**src/hdl/reader_writer_lock_arbiter_top_macros.svh**
```systemverilog
// Assertion macros shared by the reader-writer lock arbiter RTL.
`ifndef READER_WRITER_LOCK_ARBITER_TOP_MACROS_SVH
`define READER_WRITER_LOCK_ARBITER_TOP_MACROS_SVH
`ifndef NO_ASSERTIONS
// Clocked check, off while reset is asserted.
`define RWLA_ASSERT(lbl, prop, msg) \
    lbl: assert property (@(posedge clk) disable iff (!rst_n) (prop)) else $error(msg);
// Clocked check that also holds during reset.
`define RWLA_ASSERT_ALWAYS(lbl, prop, msg) \
    lbl: assert property (@(posedge clk) (prop)) else $error(msg);
`else
`define RWLA_ASSERT(lbl, prop, msg)
`define RWLA_ASSERT_ALWAYS(lbl, prop, msg)
`endif
`endif

```
**src/hdl/rwla_pkg.sv**
```systemverilog
// Package with opcodes and default sizes for the reader-writer lock arbiter.
`timescale 1ns / 1ps
package rwla_pkg;

    localparam int OPCODE_W = 2;

    localparam int MAX_READERS_DEF        = 1024;
    localparam int WRITER_QUEUE_DEPTH_DEF = 16;
    localparam int ID_WIDTH_DEF           = 8;

    typedef enum logic [OPCODE_W-1:0] {
        OP_ENTER_READ  = 2'd0,
        OP_LEAVE_READ  = 2'd1,
        OP_ENTER_WRITE = 2'd2,
        OP_LEAVE_WRITE = 2'd3
    } op_t;

endpackage

```
**src/hdl/rwla_ram.sv**
```systemverilog
// Generic single-write, single-read RAM with registered read data.
`timescale 1ns / 1ps
module rwla_ram #(
    parameter int WIDTH = 8,
    parameter int DEPTH = 16,
    parameter int AW    = (DEPTH > 1) ? $clog2(DEPTH) : 1
) (
    input  logic             clk,
    input  logic             we,
    input  logic [AW-1:0]    waddr,
    input  logic [WIDTH-1:0] wdata,
    input  logic [AW-1:0]    raddr,
    output logic [WIDTH-1:0] rdata
);

    logic [WIDTH-1:0] mem [DEPTH];
    logic [WIDTH-1:0] rdata_reg;

    // Read returns the contents from before a write at the same edge.
    always_ff @(posedge clk)
    begin
        if (we)
        begin
            mem[waddr] <= wdata;
        end
        rdata_reg <= mem[raddr];
    end

    assign rdata = rdata_reg;

endmodule

```
**src/hdl/reader_writer_lock_arbiter_top.sv**
```systemverilog
// Reader-writer lock arbiter, writer preferring, one request per transfer.
// Usage:
//   Requests come in on the s_axis channel: s_axis_tuser carries the opcode
//   (enter read, leave read, enter write, leave write), s_axis_tdata the
//   requester id. Each request gives exactly one result transfer on m_axis:
//   grant flag, number of queued readers released, id of the queued writer
//   made owner (0 if none) and an error flag. Misuse and overflow set error
//   and leave the lock state untouched.
//   A request passes the input register and then the result register on
//   its way to m_axis; one request per cycle is sustained while m_axis is
//   ready, with the single state update stage between those two registers.
//   Waiting writer ids sit in a RAM FIFO; the head id is kept in a register
//   with the next entry prefetched, so consecutive hand-offs need no bubble.
//   After reset the lock is free with no waiters and no owner; no clearing
//   pass is needed, so requests are taken at once.
//   When m_axis_tready is low the result register holds and the input stage
//   fills; s_axis_tready then drops until the receiver takes a transfer.
`timescale 1ns / 1ps
`include "reader_writer_lock_arbiter_top_macros.svh"
module reader_writer_lock_arbiter_top #(
    parameter int MAX_READERS        = rwla_pkg::MAX_READERS_DEF,
    parameter int WRITER_QUEUE_DEPTH = rwla_pkg::WRITER_QUEUE_DEPTH_DEF,
    parameter int ID_WIDTH           = rwla_pkg::ID_WIDTH_DEF,
    parameter int RW                 = $clog2(MAX_READERS + 1),
    parameter int IN_W               = ((ID_WIDTH + 7) / 8) * 8,
    parameter int OUT_W              = ((RW + ID_WIDTH + 2 + 7) / 8) * 8
) (
    input  logic                          clk,
    input  logic                          rst_n,
    input  logic                          s_axis_tvalid,
    output logic                          s_axis_tready,
    // [ID_WIDTH-1:0] requester_id
    input  logic [IN_W-1:0]               s_axis_tdata,
    // [1:0] opcode
    input  logic [rwla_pkg::OPCODE_W-1:0] s_axis_tuser,
    output logic                          m_axis_tvalid,
    input  logic                          m_axis_tready,
    // [0] enter_granted, [RW:1] readers_woken,
    // [RW+ID_WIDTH:RW+1] writer_woken_id, [RW+ID_WIDTH+1] error
    output logic [OUT_W-1:0]              m_axis_tdata
);

    import rwla_pkg::*;

    localparam int HW = RW + 1;
    localparam int WW = $clog2(WRITER_QUEUE_DEPTH + 1);
    localparam int AW = (WRITER_QUEUE_DEPTH > 1) ? $clog2(WRITER_QUEUE_DEPTH) : 1;

    localparam logic signed [HW-1:0] HOLD_MAX = HW'(MAX_READERS);
    localparam logic signed [HW-1:0] HOLD_MIN = -HOLD_MAX;
    localparam logic signed [HW-1:0] HOLD_ONE = HW'(1);
    localparam logic signed [HW-1:0] HOLD_NEG_ONE = '1;
    localparam logic [AW-1:0]        PTR_LAST = AW'(WRITER_QUEUE_DEPTH - 1);
    localparam logic [AW:0]          DEPTH_EXT = (AW + 1)'(WRITER_QUEUE_DEPTH);

    // input stage
    logic                in_valid_reg;
    op_t                 in_op_reg;
    logic [ID_WIDTH-1:0] in_id_reg;

    // lock state
    logic signed [HW-1:0] hold_reg, hold_next;
    logic [RW-1:0]        rwait_reg, rwait_next;
    logic [WW-1:0]        wwait_reg, wwait_next;
    logic [ID_WIDTH-1:0]  owner_reg, owner_next;
    logic [AW-1:0]        head_reg, head_next;
    logic [ID_WIDTH-1:0]  head_id_reg, head_id_next;
    logic                 fwd_hit_reg, fwd_hit_next;
    logic [ID_WIDTH-1:0]  fwd_data_reg;

    // result stage
    logic                out_valid_reg;
    logic                out_granted_reg, out_granted_next;
    logic [RW-1:0]       out_rwoken_reg, out_rwoken_next;
    logic [ID_WIDTH-1:0] out_wid_reg, out_wid_next;
    logic                out_err_reg, out_err_next;

    logic                advance;
    logic                fire;
    logic                push;
    logic                pop;
    logic                hold_neg;
    logic                hold_pos;
    logic                ww_nz;
    logic [AW:0]         tail_sum;
    logic [AW-1:0]       tail;
    logic [AW-1:0]       ram_raddr;
    logic [ID_WIDTH-1:0] ram_rdata;
    logic [ID_WIDTH-1:0] second_id;

    function automatic logic [AW-1:0] ptr_inc(input logic [AW-1:0] ptr);
        logic [AW-1:0] res;
        if (ptr == PTR_LAST)
        begin
            res = '0;
        end
        else
        begin
            res = ptr + AW'(1);
        end
        return res;
    endfunction

    assign advance       = !out_valid_reg || m_axis_tready;
    assign fire          = in_valid_reg && advance;
    assign s_axis_tready = !in_valid_reg || advance;

    assign hold_neg = hold_reg[HW-1];
    assign hold_pos = !hold_reg[HW-1] && (hold_reg != '0);
    assign ww_nz    = (wwait_reg != '0);

    assign tail_sum = (AW + 1)'(head_reg) + (AW + 1)'(wwait_reg);
    assign tail     = (tail_sum >= DEPTH_EXT) ? AW'(tail_sum - DEPTH_EXT) : AW'(tail_sum);

    // entry behind the head, patched with a write made in the previous cycle
    assign second_id = fwd_hit_reg ? fwd_data_reg : ram_rdata;

    always_comb
    begin
        hold_next        = hold_reg;
        rwait_next       = rwait_reg;
        wwait_next       = wwait_reg;
        owner_next       = owner_reg;
        head_next        = head_reg;
        head_id_next     = head_id_reg;
        out_granted_next = 1'b0;
        out_rwoken_next  = '0;
        out_wid_next     = '0;
        out_err_next     = 1'b0;
        push             = 1'b0;
        pop              = 1'b0;

        if (fire)
        begin
            unique case (in_op_reg)
                OP_ENTER_READ:
                begin
                    if (hold_neg || ww_nz)
                    begin
                        if (rwait_reg >= RW'(MAX_READERS))
                        begin
                            out_err_next = 1'b1;
                        end
                        else
                        begin
                            rwait_next = rwait_reg + RW'(1);
                        end
                    end
                    else if (hold_reg >= HOLD_MAX)
                    begin
                        out_err_next = 1'b1;
                    end
                    else
                    begin
                        hold_next        = hold_reg + HOLD_ONE;
                        out_granted_next = 1'b1;
                    end
                end
                OP_LEAVE_READ:
                begin
                    if (!hold_pos)
                    begin
                        out_err_next = 1'b1;
                    end
                    else
                    begin
                        hold_next = hold_reg - HOLD_ONE;
                        // last reader out hands over to the head writer
                        if (hold_reg == HOLD_ONE && ww_nz)
                        begin
                            pop = 1'b1;
                        end
                    end
                end
                OP_ENTER_WRITE:
                begin
                    if (in_id_reg == '0)
                    begin
                        out_err_next = 1'b1;
                    end
                    else if (hold_reg == '0)
                    begin
                        owner_next       = in_id_reg;
                        hold_next        = HOLD_NEG_ONE;
                        out_granted_next = 1'b1;
                    end
                    else if (hold_neg && owner_reg == in_id_reg)
                    begin
                        if (hold_reg <= HOLD_MIN)
                        begin
                            out_err_next = 1'b1;
                        end
                        else
                        begin
                            hold_next        = hold_reg - HOLD_ONE;
                            out_granted_next = 1'b1;
                        end
                    end
                    else if (wwait_reg >= WW'(WRITER_QUEUE_DEPTH))
                    begin
                        out_err_next = 1'b1;
                    end
                    else
                    begin
                        push = 1'b1;
                    end
                end
                OP_LEAVE_WRITE:
                begin
                    if (in_id_reg == '0 || !hold_neg || owner_reg != in_id_reg)
                    begin
                        out_err_next = 1'b1;
                    end
                    else
                    begin
                        hold_next = hold_reg + HOLD_ONE;
                        if (hold_reg == HOLD_NEG_ONE)
                        begin
                            owner_next = '0;
                            // writers first, else release every queued reader
                            if (ww_nz)
                            begin
                                pop = 1'b1;
                            end
                            else if (rwait_reg != '0)
                            begin
                                hold_next       = HW'(rwait_reg);
                                out_rwoken_next = rwait_reg;
                                rwait_next      = '0;
                            end
                        end
                    end
                end
                default:
                begin
                    out_err_next = 1'b1;
                end
            endcase

            if (pop)
            begin
                out_wid_next = head_id_reg;
                owner_next   = head_id_reg;
                hold_next    = HOLD_NEG_ONE;
                wwait_next   = wwait_reg - WW'(1);
                head_next    = ptr_inc(head_reg);
                head_id_next = second_id;
            end

            if (push)
            begin
                wwait_next = wwait_reg + WW'(1);
                if (!ww_nz)
                begin
                    head_id_next = in_id_reg;
                end
            end
        end
    end

    // prefetch the entry behind the next head
    assign ram_raddr    = ptr_inc(head_next);
    assign fwd_hit_next = push && (tail == ram_raddr);

    rwla_ram #(
        .WIDTH (ID_WIDTH),
        .DEPTH (WRITER_QUEUE_DEPTH),
        .AW    (AW)
    ) u_wq_ram (
        .clk   (clk),
        .we    (push),
        .waddr (tail),
        .wdata (in_id_reg),
        .raddr (ram_raddr),
        .rdata (ram_rdata)
    );

    always_ff @(posedge clk or negedge rst_n)
    begin
        if (!rst_n)
        begin
            in_valid_reg  <= 1'b0;
            out_valid_reg <= 1'b0;
            hold_reg      <= '0;
            rwait_reg     <= '0;
            wwait_reg     <= '0;
            owner_reg     <= '0;
            head_reg      <= '0;
            fwd_hit_reg   <= 1'b0;
        end
        else
        begin
            if (s_axis_tready)
            begin
                in_valid_reg <= s_axis_tvalid;
            end
            if (advance)
            begin
                out_valid_reg <= in_valid_reg;
            end
            hold_reg    <= hold_next;
            rwait_reg   <= rwait_next;
            wwait_reg   <= wwait_next;
            owner_reg   <= owner_next;
            head_reg    <= head_next;
            fwd_hit_reg <= fwd_hit_next;
        end
    end

    always_ff @(posedge clk)
    begin
        if (s_axis_tready && s_axis_tvalid)
        begin
            in_op_reg <= op_t'(s_axis_tuser);
            in_id_reg <= s_axis_tdata[ID_WIDTH-1:0];
        end
        if (fire)
        begin
            out_granted_reg <= out_granted_next;
            out_rwoken_reg  <= out_rwoken_next;
            out_wid_reg     <= out_wid_next;
            out_err_reg     <= out_err_next;
        end
        head_id_reg  <= head_id_next;
        fwd_data_reg <= in_id_reg;
    end

    assign m_axis_tvalid = out_valid_reg;
    assign m_axis_tdata  = OUT_W'({out_err_reg, out_wid_reg, out_rwoken_reg, out_granted_reg});

    `RWLA_ASSERT(a_hold_range, (hold_reg <= HOLD_MAX) && (hold_reg >= HOLD_MIN), "hold count out of range")
    `RWLA_ASSERT(a_owner_iff_write, hold_neg == (owner_reg != '0), "owner id disagrees with write hold")
    `RWLA_ASSERT(a_readers_blocked, (rwait_reg != '0) |-> (hold_neg || ww_nz), "readers wait on a lock they could take")
    `RWLA_ASSERT(a_wq_bound, wwait_reg <= WW'(WRITER_QUEUE_DEPTH), "writer queue count overflow")

endmodule

```
**config.mk**
```make
export PLATFORM = sky130hd
export DESIGN_NAME = reader_writer_lock_arbiter_top
export DESIGN_NICKNAME = d
export VERILOG_FILES = /design/src/hdl/rwla_pkg.sv /design/src/hdl/rwla_ram.sv /design/src/hdl/reader_writer_lock_arbiter_top.sv
export VERILOG_INCLUDE_DIRS = /design/src /design/src/hdl
export SDC_FILE = /design/constraint.sdc
export NUM_CORES = 1
export LEC_CHECK = 0
export BUFFER_PORTS_ARGS = -buffer_cell sky130_fd_sc_hd__buf_2
export CORE_MARGIN = 2
export CORE_UTILIZATION = 60
export CTS_CLUSTER_SIZE = 12
export DETAILED_ROUTE_END_ITERATION = 10
export GPL_TIMING_DRIVEN = 1
export PLACE_DENSITY = 0.78
export SYNTH_ARGS = -nofsm -noshare
export SYNTH_HDL_FRONTEND = slang
export SYNTH_HIERARCHICAL = 1
export SYNTH_SLANG_ARGS = --single-unit
export TNS_END_PERCENT = 50
```
**constraint.sdc**
```tcl
create_clock -name clk -period 4.6 [get_ports clk]
set_input_delay 0.92 -clock clk [delete_from_list [all_inputs] [get_ports clk]]
set_output_delay 0.92 -clock clk [all_outputs]
set_load 0.02 [all_outputs]
```
## Word level (Yosys, flattened, before mapping)

Memory sizes are Yosys's and may differ from the RTL's. A register that Yosys moved wholly into a read port is not among the register bits.
Cells that the tools add are included.

- Flip-flop bits (word level): 90
- Latch bits: 0
- RAM bits: 128
- Memory bits (read-only): 0
- Input bits: 14
- Word-level logic and storage cells: 158
- Memories: 1

- Add/sub/neg operators: 9
- Multipliers: 0
- Divide/modulo/power cells: 0
- Magnitude comparators: 5
- Eq/ne operators: 25
- Shifts and indexed selects: 0
- Muxes and demuxes: 71
- Bitwise gates (word level): 3
- Reduce and logical (&&, ||, !) cells: 28

Memory list:

| memory | depth | width | read ports | clocked after memory_dff | wr ports | RTL line | text |
|---|---|---|---|---|---|---|---|
| u_wq_ram.mem | 16 | 8 | 1 | 1 | 1 | rwla_ram.sv:16 | `logic [WIDTH-1:0] mem [DEPTH];` |

Operators by type and width:

| operator | count |
|---|---|
| $mux W12 | 12 |
| $mux W8 | 9 |
| $mux W11 | 6 |
| $pmux W12 S4 | 1 |
| $mux W1 | 31 |
| $pmux W11 S2 | 1 |
| $ne A3 B3 Y1 const B | 7 |
| $mux W4 | 5 |
| $pmux W8 S2 | 1 |
| $reduce_and A8 Y1 | 2 |
| $add A12 B2 Y12 const B | 1 |
| $eq A12 B1 Y1 const B | 1 |
| $eq A12 B2 Y1 const B | 1 |
| $ge A12 B12 Y1 const B | 1 |
| $le A12 B11 Y1 const B | 1 |
| $logic_not A12 Y1 | 1 |
| $ne A2 B2 Y1 const B | 6 |
| $reduce_bool A12 Y1 | 1 |
| $sub A12 B2 Y12 const B | 1 |
| $add A11 B1 Y11 const B | 1 |
| $ge A11 B11 Y1 const B | 1 |
| $reduce_bool A11 Y1 | 1 |
| $ge A5 B5 Y1 const B | 2 |
| $mux W5 | 2 |
| 26 further kinds | 45 |

## Longest topological paths before layout

- Word-level depth: 12
- Gate-level depth with buffers: 18
- Mapped depth without buffers: 15

## By module

Netlist, hierarchy kept.

By module, submodules not included:

| module | instances | cells an instance | area each (µm²) | sequential area each (µm²) |
|---|---|---|---|---|
| reader_writer_lock_arbiter_top | 1 | 566 | 5420.2 | 2407.3 |
| rwla_ram | 1 | 229 | 5147.4 | 4003.8 |

## Worst setup path after synthesis

Ideal clock, no wire load.

- Kind: input to register
- Start point: in m_axis_tready
- End point: reg u_wq_ram.rdata_reg[1] (netlist: u_wq_ram/rdata[1]), read port of u_wq_ram.mem
- Library setup time: 0.120 ns
- Arrival: 4.264 ns
- Data required time: 4.480 ns
- Slack: 0.216 ns
- Stages: 15
- Buffers on the path: 3
- Cell sequence: nand2b_1 nand2_1 inv_1 clkbuf_1 nand3_1 nand2_1 ha_1 o21ai_0 o211ai_1 inv_1 buf_6 buf_6 mux4_1 a22oi_1 nand2_1

- Word-level cells in the longest chain between the ends: 5
- Elaborated cells on any way between the ends: 6

RTL lines:

| item | RTL line | text |
|---|---|---|
| from (decl) | reader_writer_lock_arbiter_top.sv:37 | `input logic m_axis_tready,` |
| $logic_or A1 B1 Y1 * | reader_writer_lock_arbiter_top.sv:104 | `assign advance = !out_valid_reg \|\| m_axis_tready;` |
| $logic_and A1 B1 Y1 * | reader_writer_lock_arbiter_top.sv:105 | `assign fire = in_valid_reg && advance;` |
| net fire | reader_writer_lock_arbiter_top.sv:79 | `logic fire;` |
| $mux W4 * | reader_writer_lock_arbiter_top.sv:133 | `if (fire)` |
| net head_next[0] | reader_writer_lock_arbiter_top.sv:66 | `logic [AW-1:0] head_reg, head_next;` |
| $add A4 B1 Y4 or $eq A4 B4 Y1 (tied branches) | reader_writer_lock_arbiter_top.sv:99, reader_writer_lock_arbiter_top.sv:93 |  |
| $mux W4 * | reader_writer_lock_arbiter_top.sv:93 | `if (ptr == PTR_LAST)` |
| net ram_raddr[0] | reader_writer_lock_arbiter_top.sv:87 | `logic [AW-1:0] ram_raddr;` |
| to (decl) | rwla_ram.sv:17 | `logic [WIDTH-1:0] rdata_reg;` |

Mark *: on every way through the listed nets, which the timed path passes. The rest lies on a longest branch.
A chain may end at the register's enable or synchronous reset.

## Worst setup path in the final report

- Start point: reg hold_reg[0]
- End point: reg u_wq_ram.rdata_reg[6] (netlist: u_wq_ram/rdata[6]), read port of u_wq_ram.mem

- Word-level cells in the longest chain between the ends: 10
- Elaborated cells on any way between the ends: 16

RTL lines:

| item | RTL line | text |
|---|---|---|
| from (decl) | reader_writer_lock_arbiter_top.sv:62 | `logic signed [HW-1:0] hold_reg, hold_next;` |
| from (signal assigned) | reader_writer_lock_arbiter_top.sv:301 | `hold_reg <= hold_next;` |
| $eq A12 B2 Y1 | reader_writer_lock_arbiter_top.sv:169 | `if (hold_reg == HOLD_ONE && ww_nz)` |
| $logic_and A1 B1 Y1 | reader_writer_lock_arbiter_top.sv:169 |  |
| $mux W1 | reader_writer_lock_arbiter_top.sv:169 |  |
| $mux W1 | reader_writer_lock_arbiter_top.sv:161 | `if (!hold_pos)` |
| $pmux W1 S2 * | reader_writer_lock_arbiter_top.sv:135 | `unique case (in_op_reg)` |
| $mux W1 * | reader_writer_lock_arbiter_top.sv:133 |  |
| $mux W4 * | reader_writer_lock_arbiter_top.sv:240 | `if (pop)` |
| $mux W4 * | reader_writer_lock_arbiter_top.sv:133 |  |
| net head_next[0] | reader_writer_lock_arbiter_top.sv:66 |  |
| $add A4 B1 Y4 or $eq A4 B4 Y1 (tied branches) | reader_writer_lock_arbiter_top.sv:99, reader_writer_lock_arbiter_top.sv:93 |  |
| $mux W4 * | reader_writer_lock_arbiter_top.sv:93 |  |
| net ram_raddr[0] | reader_writer_lock_arbiter_top.sv:87 |  |

Mark *: on every way through the listed nets, which the timed path passes. The rest lies on a longest branch. The select of a mux whose other input is x is not followed.

==> results.sh <==
export IMPL_grt_setup_unrepaired="true"
export IMPL_start_util_pct=61.3
export IMPL_seq_area_sq_mm=0.00641
export IMPL_synth_edf_count=167
export IMPL_antenna_found_initial=0
export IMPL_cp_start_kind="flip-flop"
export IMPL_h_tree_depth=1
export IMPL_max_freq_ghz=0.230
export IMPL_synth_cells=795
export IMPL_fp_dieH_um=137
export IMPL_grt_max_degree=44
export IMPL_detailedPlace_worstSlack_ns=0.318
export IMPL_drive_gt1_share_pct=16.6
export IMPL_synth_area_top_cells="edfxtp_1 47%, dfrtp_1 10%, mux4_2 3.8%"
export IMPL_track_usage_pct=28.1
export IMPL_drv_cap=0
export IMPL_yosys_most_used_dff="edfxtp_1"
export IMPL_largest_reg_flops=128
export IMPL_multi_input_area_sq_mm=0.00382
export IMPL_cp_max_fo=21
export IMPL_root_buffer="clkbuf_16"
export IMPL_hold_viol_final=0
export IMPL_portBuffers=36
export IMPL_final_core_util_pct=68.6
export IMPL_avgViaCountPerCell=6.61
export IMPL_overflow=0
export IMPL_r2r_start="hold_reg[0]"
export IMPL_diodes=0
export IMPL_drt_wl_total_um=25300
export IMPL_grt_pass1_vias=6949
export IMPL_ios=40
export IMPL_synth_ff_latch_count=226
export IMPL_p_comb_share_pct=16.0
export IMPL_critical_path_arrival_ns=4.75
export IMPL_wl_per_cell_um=23.1
export IMPL_power_density_mw_per_mm2=444
export IMPL_switching_share_pct=28.5
export IMPL_num_fill_cells=1142
export IMPL_hp_class="flip-flop to flip-flop"
export IMPL_drt_antenna_violating_nets=0
export IMPL_power_frac_clock_pct=34.8
export IMPL_numClockSinks=226
export IMPL_finalClockSkew_ns=0.0117
export IMPL_report_final_slew_viol_count=0
export IMPL_final_common_cell="edfxtp_1"
export IMPL_numCtsBuffers=24
export IMPL_p_int_mw=3.76
export IMPL_postCtsHoldBufs=0
export IMPL_worstHoldStart="owner_reg[3]"
export IMPL_rows=48
export IMPL_p_seq_share_pct=49.2
export IMPL_yosys_area_top_type="edfxtp_1"
export IMPL_setup_viol=0
export IMPL_path_class="flip-flop to flip-flop"
export IMPL_fin_setup_tns_ns=0
export IMPL_syn_cell_area_sq_mm=0.0106
export IMPL_die_area_sq_mm=0.0187
export IMPL_crit_start="hold_reg[0]"
export IMPL_leakage_nw=4.33
export IMPL_die_width_um=137
export IMPL_coreArea_sq_mm=0.0172
export IMPL_cp_required_ns=4.99
export IMPL_p_sw_mw=1.49
export IMPL_fin_cells=1096
export IMPL_nets=882
export IMPL_synth_cell_types=79
export IMPL_dp_cells=1051
export IMPL_grt_pass1_wl_um=39300
export IMPL_routabilityCongestion=0.957
export IMPL_final_min_clock_period_ns=4.36
export IMPL_vias=7248
export IMPL_yosys_area_top_type_share_pct=47.5
export IMPL_cts_clk_slew_worst_paths_ns=0.06
export IMPL_drtIter0Drc=881
export IMPL_irDropWorstVdd_mv=0.379
export IMPL_clk_path_buf_depth=3
export IMPL_dpl_hpwl_um=16600
export IMPL_worstMarginPinSlew_ns=1.05
export IMPL_clk_latency_ns=0.53
export IMPL_endpoint_kind="flip-flop"
export IMPL_ys_seq_area_share_pct=60.7
export IMPL_min_period_over_period_pct=94.7
export IMPL_final_cell_mix="167 x edfxtp_1, 65 x nand2_1, 56 x o21ai_0"
export IMPL_firstDrtPassIters=5
export IMPL_tritoncts="built"
export IMPL_synth_area_per_cell_sq_um=13.3
export IMPL_async_reset_ff_share_pct=19.0
export IMPL_fin_ws_ns=0.244
export IMPL_holdWs_ns=0.522
export IMPL_slew_headroom_pct=30.2
export IMPL_synth_warning_count=6
export IMPL_flow_area_growth_from_synthesis_pct=11.9
export IMPL_status="complete, no violations"
export IMPL_drc=0
==> critical path, stage by stage, from the launching register on <==
cell and delay [ns]:
dfrtp_1 0.51, ha_1 0.24, and3_1 0.35, nand4_4 0.18, nor3_1 0.35, a21boi_2 0.18, o21ai_0 0.25, nand2_1 0.12
ha_1 0.28, o21ai_0 0.11, o211ai_1 0.15, inv_1 0.12, buf_4 0.36, mux4_2 0.55, a22oi_1 0.36, nand2_1 0.10
==> routing by layer <==
| layer | global-route usage, % | share of wire [%] | vias to the layer above |
|---|---|---|---|
| met3 | 5.74 | 10 | 75 |
| met5 | 0 | 0 | - |
| met2 | 43.4 | 46 | 452 |
| li1 | - | - | 3176 |
| met4 | 8.22 | 3.0 | 0 |
| met1 | 41.0 | 41 | 3545 |
==> cell type report <==
| type | instances | area share (%) |
|---|---|---|
| flip-flops and latches | 226 | 54.2 |
| multi-input cells | 508 | 32.3 |
| clock buffers | 39 | 6.00 |
| repair buffers | 77 | 4.13 |
| well taps | 225 | 2.38 |
| inverters | 16 | 0.508 |
| clock inverters | 5 | 0.413 |
==> final timing paths <==
path	endpoint	slack [ns]	cells past startpoint
setup / recovery	u_wq_ram/rdata[6]	0.24	15
hold / removal	owner_reg[3]	0.52	2
setup reg to reg	u_wq_ram/rdata[6]	0.24	15
hold reg to reg	owner_reg[3]	0.52	2
max in group asynchronous	wwait_reg[3]	3.41	1
min in group asynchronous	hold_reg[9]	0.57	1
==> power by group through the flow <==
| stage | sequential (mW) | combinational [mW] | clock [mW] |
|---|---|---|---|
| 2_1_floorplan | 2.51 | 0.710 | 0 |
| 3_3_place_gp | 2.60 | 0.782 | 0 |
| 3_5_place_dp | 2.61 | 0.823 | 0 |
| 4_1_cts | 2.57 | 0.828 | 1.85 |
| 5_1_grt | 2.60 | 0.929 | 1.92 |
| 6_report | 2.58 | 0.840 | 1.83 |
==> cells in the mapped netlist (3+ instances only) <==
master,instances
nand2b_1,9
a211oi_1,7
a32oi_1,4
and2_1,20
nor4_1,10
ha_1,13
o21a_1,3
nor2_1,40
a22oi_1,17
clkdlybuf4s25_2,3
xnor2_1,10
and3_1,15
a31oi_1,12
edfxtp_1,167
nand3_1,20
a21o_1,6
a21oi_1,31
xor2_1,19
mux2i_1,9
dfxtp_1,16
inv_1,14
o21ai_1,8
mux4_2,18
o311ai_0,3
clkbuf_1,15
dfrtp_1,43
nand2_1,65
o31ai_1,5
o21ai_0,57
buf_2,12
or3_1,4
mux4_1,14
o22a_1,5
buf_6,5
nor3_1,11
o211ai_1,11
buf_4,10
a22o_1,3
nand4_1,4
nand3b_1,5
a21boi_0,3
==> logic make-up after synthesis <==
family	count (synthesis)	synth area share (%)
muxes	43	8.38
xor gates and xnor gates	30	2.62
and+or+nand+nor	225	11.4
buffers and inverters	63	3.27
adders and majority gates	15	1.92
other	1	0.0355
DFF	226	60.7
AOI/OAI and AO/OA	192	11.7
==> stage by stage <==
step	power, mW	area [sq um]
after floorplan	3.22	10600
after global placement	3.38	11100
after detailed placement	3.43	11100
after CTS	5.25	11800
after global routing	5.45	11800
final	5.25	11800
==> timing repair <==
action                     CTS  global route
setup buffers                0             1
gates resized for setup      0             1
setup endpoints to repair    0             2
(Power assumes the default switching activity.)
